`src/hw/rtl/assert_macros.svh`:
```
// Assertion helper macros shared by the RTL.
`ifndef ASSERT_MACROS_SVH
`define ASSERT_MACROS_SVH

// Consequent must hold in the same cycle as the antecedent.
`define ASSERT_IMPLIES(lbl, clk, rst, ante, cons) \
   lbl: assert property (@(posedge clk) disable iff (rst) (ante) |-> (cons)) \
      else $error("implication check failed");

// Expression must hold on every cycle outside reset.
`define ASSERT_ALWAYS(lbl, clk, rst, expr) \
   lbl: assert property (@(posedge clk) disable iff (rst) (expr)) \
      else $error("invariant check failed");

`endif

```
`src/hw/rtl/gkmst_pkg.sv`:
```
// Shared types and register index codes of the grid spanning tree builder.
package gkmst_pkg;

   typedef struct packed {
      logic [7:0] c2;
      logic [7:0] c1;
      logic [7:0] c0;
   } pixel_type;

   localparam logic [1:0] CSR_IMAGE_WIDTH       = 2'd0;
   localparam logic [1:0] CSR_IMAGE_HEIGHT      = 2'd1;
   localparam logic [1:0] CSR_COLOR_MODE        = 2'd2;
   localparam logic [1:0] CSR_SEGMENT_THRESHOLD = 2'd3;

   localparam int CHANNELS = 3;

endpackage

```
`src/hw/rtl/gkmst_edge_weight.sv`:
```
// Edge weight: channel zero difference, or largest channel difference in color mode.
module gkmst_edge_weight (
   input  gkmst_pkg::pixel_type pix_a,
   input  gkmst_pkg::pixel_type pix_b,
   input  logic                 color_mode,
   output logic [7:0]           weight
);
   import gkmst_pkg::*;

   logic [CHANNELS-1:0][7:0] diff;
   logic [7:0] va [CHANNELS];
   logic [7:0] vb [CHANNELS];

   assign va[0] = pix_a.c0;
   assign va[1] = pix_a.c1;
   assign va[2] = pix_a.c2;
   assign vb[0] = pix_b.c0;
   assign vb[1] = pix_b.c1;
   assign vb[2] = pix_b.c2;

   always_comb begin
      for (int k = 0; k < CHANNELS; k++) begin
         diff[k] = (va[k] > vb[k]) ? (va[k] - vb[k]) : (vb[k] - va[k]);
      end
      weight = diff[0];
      if (color_mode) begin
         for (int k = 1; k < CHANNELS; k++) begin
            if (diff[k] > weight) begin
               weight = diff[k];
            end
         end
      end
   end

endmodule

```
`config.mk`:
```
export PLATFORM = sky130hd
export DESIGN_NAME = gkmst_edge_weight
export DESIGN_NICKNAME = d
export VERILOG_FILES = /design/src/hw/rtl/assert_macros.svh /design/src/hw/rtl/gkmst_pkg.sv /design/src/hw/rtl/gkmst_edge_weight.sv
export SDC_FILE = /design/constraint.sdc
export NUM_CORES = 1
export LEC_CHECK = 0
export ABC_AREA = 0
export BUFFER_PORTS_ARGS = -buffer_cell sky130_fd_sc_hd__buf_2
export CORE_MARGIN = 1
export CORE_UTILIZATION = 41
export DETAILED_ROUTE_END_ITERATION = 8
export GPL_ROUTABILITY_DRIVEN = 1
export PLACE_DENSITY = 0.67
export SYNTH_ARGS = -nofsm -noshare
export SYNTH_HDL_FRONTEND = slang
export SYNTH_SLANG_ARGS = --single-unit
```
`constraint.sdc`:
```
create_clock -name vclk -period 7.4
set_input_delay 0.74 -clock vclk [all_inputs]
set_output_delay 0.74 -clock vclk [all_outputs]
set_load 0.05 [all_outputs]
```
==> results of run 1 <==
[how the worst max path moves through the flow]
stage	from	slack, ns	end
final	pix_a[0]	0.28	weight[0]
after global routing	pix_a[0]	-0.02	weight[0]
after CTS	pix_a[0]	0.08	weight[1]
after detailed placement	pix_a[0]	0.11	weight[1]
after floorplan	pix_a[0]	0.01	weight[7]
after global placement	pix_a[0]	0.21	weight[1]
[what timing repair did]
| item | in CTS | in global routing |
|---|---|---|
| setup endpoints to repair | 0 | 8 |
| setup buffers | 0 | 3 |
| gates resized for setup | 0 | 37 |
[critical path, delay by kind of cell]
kind	cells	cell delay, ns
compound gates	12	2.39
simple gates	5	0.99
fa+ha+maj	4	0.95
mux	2	0.58
buf+inv	5	0.53
xor+xnor	1	0.20
[per-stage QoR]
step / util / area, sq um / instances / hold WS, ns
after floorplan: - / 2850 / 383 / 1.87
after global placement: 0.504 / 3270 / 521 / 2.07
after detailed placement: 0.504 / 3270 / 521 / 2.06
after CTS: 0.504 / 3270 / 521 / 2.06
after global routing: 0.523 / 3400 / 524 / 2.05
final: 0.523 / 3400 / 524 / 2.03
[cells in the mapped netlist, drive strengths merged, types with 6 or more instances]
cell    number
a21oi       22
mux2i       14
o21ai       27
inv         69
nand3        9
a211oi       7
nor2b        7
fa           6
xor2         6
mux2         6
a21o        15
nand4        8
o21a         8
nor2        16
xnor2        9
ha          60
nand2       29
[cells by family (layout without fill, tap and decap cells)]
| kind of cell | Yosys count | count (layout) |
|---|---|---|
| simple gates | 91 | 91 |
| mux | 20 | 20 |
| compound gates | 115 | 115 |
| xor+xnor | 15 | 15 |
| buf+inv | 75 | 139 |
| fa+ha+maj | 67 | 67 |
[layer usage]
layer	GRT usage	up-vias
met5	0	-
met4	0.0169	0
met3	0.00195	6
met2	0.347	75
met1	0.262	1326
li1	-	1510
[power by group through the flow]
stage	combinational (uW)	clock, uW	sequential (uW)
5_1_grt	980	0	0
2_1_floorplan	610	0	0
4_1_cts	799	0	0
3_3_place_gp	788	0	0
3_5_place_dp	796	0	0
6_report	904	0	0
[cell type report]
class / instances / area, sq um / share of cell area
inverters: 69 / 259 / 0.0762
multi-input cells: 308 / 2640 / 0.778
well taps: 77 / 96.3 / 0.0283
repair buffers: 70 / 400 / 0.118
==> results.sh, run 1 <==
export IMPL_p_clk_frac=0
export IMPL_dp_hpwl_microns=6100
export IMPL_violations="design-rule violations"
export IMPL_route_met3_wl_microns=260
export IMPL_seq_area_sq_um=0
export IMPL_vias=2917
export IMPL_p_comb_frac=1.000
export IMPL_slew_violations=0
export IMPL_outcome="complete, but fails checks"
export IMPL_vias_per_cell=5.57
export IMPL_maxSlewHeadroom=0.635
export IMPL_die_area_sq_um=7210
export IMPL_cp_slowest_cell="or4_1"
export IMPL_initial_core_util=0.434
export IMPL_total_power_uw=904
export IMPL_seq_area_frac_synth=0
export IMPL_initialDrtViolationCount=144
export IMPL_synthMuxAreaShare=0.0737
export IMPL_fin_crit_ns=7.12
export IMPL_cpMostUsedCell="a21o_1"
export IMPL_synth_area_leaders="ha_1 (27%), inv_1 (9.2%), mux2i_1 (5.0%)"
export IMPL_synth_top_cell_area_share=0.266
export IMPL_hold_start="color_mode"
export IMPL_grt_util_all_layers=0.190
export IMPL_cp_required_ns=6.66
export IMPL_finalHoldViolCount=0
export IMPL_drc_errors=2
export IMPL_fill_cells=638
export IMPL_wl_microns=7000
export IMPL_die_h_microns=84.9
export IMPL_grt_pass1_vias=2778
export IMPL_endpoint_kind="output port"
export IMPL_yosys_area_top_type="ha_1"
export IMPL_synth_compound_area_frac=0.299
export IMPL_grt_max_degree=10
export IMPL_intPower_uw=356
export IMPL_holdPathStages=4
export IMPL_syn_to_final_growth_pct=20.6
export IMPL_p_switching_uw=548
export IMPL_die_w_microns=84.9
export IMPL_synthesis_nets=498
export IMPL_grt_first_pass_wirelength_microns=11900
export IMPL_fmax_mhz=141
export IMPL_routed_top_layer="met4"
export IMPL_antenna_found_initial=0
export IMPL_gp_congestion=0.855
export IMPL_hold_end="weight[5]"
export IMPL_p_seq_frac=0
export IMPL_final_cell_mix="inv_1 (69), ha_1 (60), buf_2 (50)"
export IMPL_io_pins=57
export IMPL_hp_class="in2out"
export IMPL_cp_max_fo=5
export IMPL_crit_arrival_ns=6.38
export IMPL_grt_overflow=0
export IMPL_start_kind="primary input"
export IMPL_drtPass1Iterations=7
export IMPL_power_per_cell_area_nw_per_um2=266
export IMPL_syn_area_per_cell_sq_um=7.36
export IMPL_synth_top_family_by_area="adder cells"
export IMPL_nFlopsAndLatches=0
export IMPL_setup_viol=0
export IMPL_crit_type="in2out"
export IMPL_fin_ws_ns=0.284
export IMPL_fin_crit_sh=0.962
export IMPL_ys_warn_count=0
export IMPL_ant_nets=0
export IMPL_wl_per_cell_microns=13.4
export IMPL_tightest_slew_ns=0.544
export IMPL_drive_above_1_share=0.239
export IMPL_netlist_area_sq_um=2820
export IMPL_rows=29
export IMPL_core_area_sq_um=6490
export IMPL_met1_length_microns=3360
export IMPL_netSwitchingFraction=0.606
export IMPL_max_vdd_ir_drop_mv=0.120
export IMPL_leakage_uw=0.00187
export IMPL_nClkBuffers=0
export IMPL_pre_cts_ws_ns=0.107
export IMPL_tns_ns=0
export IMPL_synthXorXnorAreaFrac=0.0466
export IMPL_ys_types=57
export IMPL_fin_nets=564
export IMPL_wl_met2_microns=3300
export IMPL_slowest_delay_ns=0.43
export IMPL_antenna_cells=0
export IMPL_synth_simple_area_share=0.166
export IMPL_syn_inst=383
export IMPL_cts_hold_buf=0
export IMPL_synthAdderAreaFrac=0.313
export IMPL_cap_violations=0
export IMPL_io_buffers=57
export IMPL_final_common_cell="inv_1"
(Power assumes the default switching activity.)
==> inputs of run 2 (changes only) <==
==> constraint.sdc (replaced) <==
create_clock -name vclk -period 6.8
set_input_delay 0.68 -clock vclk [all_inputs]
set_output_delay 0.68 -clock vclk [all_outputs]
set_load 0.05 [all_outputs]
==> results.sh, run 2 (synthesis gave the netlist of run 1 again) <==
export IMPL_seq_area_sq_um=0
export IMPL_syn_to_final_growth_pct=33.9
export IMPL_crit_type="in2out"
export IMPL_maxSlewHeadroom=0.623
export IMPL_tightest_slew_ns=0.562
export IMPL_fin_crit_ns=6.64
export IMPL_fmax_mhz=151
export IMPL_vias=3053
export IMPL_io_pins=57
export IMPL_setup_viol=0
export IMPL_grt_util_all_layers=0.208
export IMPL_place_area_sq_um=3490
export IMPL_timing_critical_path_buf_inv=6
export IMPL_dp_hpwl_microns=6230
export IMPL_initialDrtViolationCount=75
export IMPL_wl_per_cell_microns=13.5
export IMPL_slowest_delay_ns=0.39
export IMPL_ant_nets=0
export IMPL_fin_nets=589
export IMPL_grt_max_degree=10
export IMPL_io_buffers=57
export IMPL_crit_arrival_ns=5.96
export IMPL_cap_violations=0
export IMPL_hp_class="in2out"
export IMPL_endpoint_kind="output port"
export IMPL_leakage_uw=0.00203
export IMPL_drtPass1Iterations=7
export IMPL_initial_core_util=0.434
export IMPL_cp_top_family="compound AO/OA/AOI/OAI gates"
export IMPL_max_vdd_ir_drop_mv=0.196
export IMPL_final_cell_mix="inv_1 (66), ha_1 (54), buf_2 (48)"
export IMPL_cp_slowest_cell="a222oi_1"
export IMPL_core_area_sq_um=6490
export IMPL_final_common_cell="inv_1"
export IMPL_vias_per_cell=5.56
export IMPL_drc_errors=3
export IMPL_rows=29
export IMPL_final_cells=549
export IMPL_outcome="complete, but fails checks"
export IMPL_cts_hold_buf=0
export IMPL_cp_required_ns=6.12
export IMPL_slew_violations=0
export IMPL_nClkBuffers=0
export IMPL_fill_cells=607
export IMPL_die_h_microns=84.9
export IMPL_grt_pass1_vias=3076
export IMPL_place_inst=534
export IMPL_antenna_found_initial=0
export IMPL_start_kind="primary input"
export IMPL_rsz0062_at_grt="true"
export IMPL_die_area_sq_um=7210
export IMPL_power_per_cell_area_nw_per_um2=314
export IMPL_die_w_microns=84.9
export IMPL_cp_max_fo=6
export IMPL_finalHoldViolCount=0
export IMPL_antenna_cells=0
export IMPL_nFlopsAndLatches=0
export IMPL_gp_congestion=0.836
export IMPL_fin_area_sq_um=3770
export IMPL_grt_overflow=0
export IMPL_fin_crit_sh=0.976
export IMPL_wl_microns=7400
export IMPL_grt_first_pass_wirelength_microns=12800
export IMPL_drive_above_1_share=0.326
export IMPL_tns_ns=0
export IMPL_violations="design-rule violations"
run 2: power by group:
group          leakage [uW]  total [uW]  switching, uW  internal (uW)
registers                 0           0              0              0
logic               0.00203        1180            664            521
clock network             0           0              0              0
total               0.00203        1180            664            521
run 2: final timing paths:
kind	from	endpoint	slack, ns	depth (start not counted)
worst min-delay path	color_mode	weight[5]	1.90	4
worst max-delay path	pix_a[0]	weight[7]	0.16	29
run 2: tightest hold or removal path, stage by stage:
cell and delay (ns):
buf_2 0.16, o221ai_4 0.13, a221oi_2 0.10, buf_6 0.15
run 2: routing by layer:
layer	up-vias	track usage	part of all wire
li1	1542	-	-
met1	1445	0.251	0.46
met2	60	0.409	0.51
met3	6	0.00389	0.024
met4	0	0.0431	0.0080
met5	-	0	0
run 2: layout make-up:
cell class / instances / area, sq um / share of cell area
repair buffers: 95 / 624 / 0.165
multi-input cells: 308 / 2780 / 0.737
well taps: 77 / 96.3 / 0.0255
inverters: 69 / 272 / 0.0719
run 2: through the flow:
step	utilization	setup WS [ns]	total power [uW]	hold WS, ns
after floorplan	-	-0.210	716	1.75
after global placement	0.538	0.0596	951	1.97
after detailed placement	0.538	-0.0754	965	1.97
after CTS	0.560	-0.000537	1080	1.93
after global routing	0.581	-0.125	1280	1.92
final	0.581	0.161	1180	1.90
run 2: what timing repair did:
action | CTS | global route
setup endpoints to repair | 8 | 8
gates resized for setup | 18 | 30
pin swaps | 16 | 18
gates cloned | 0 | 0
buffers inserted | 10 | 5
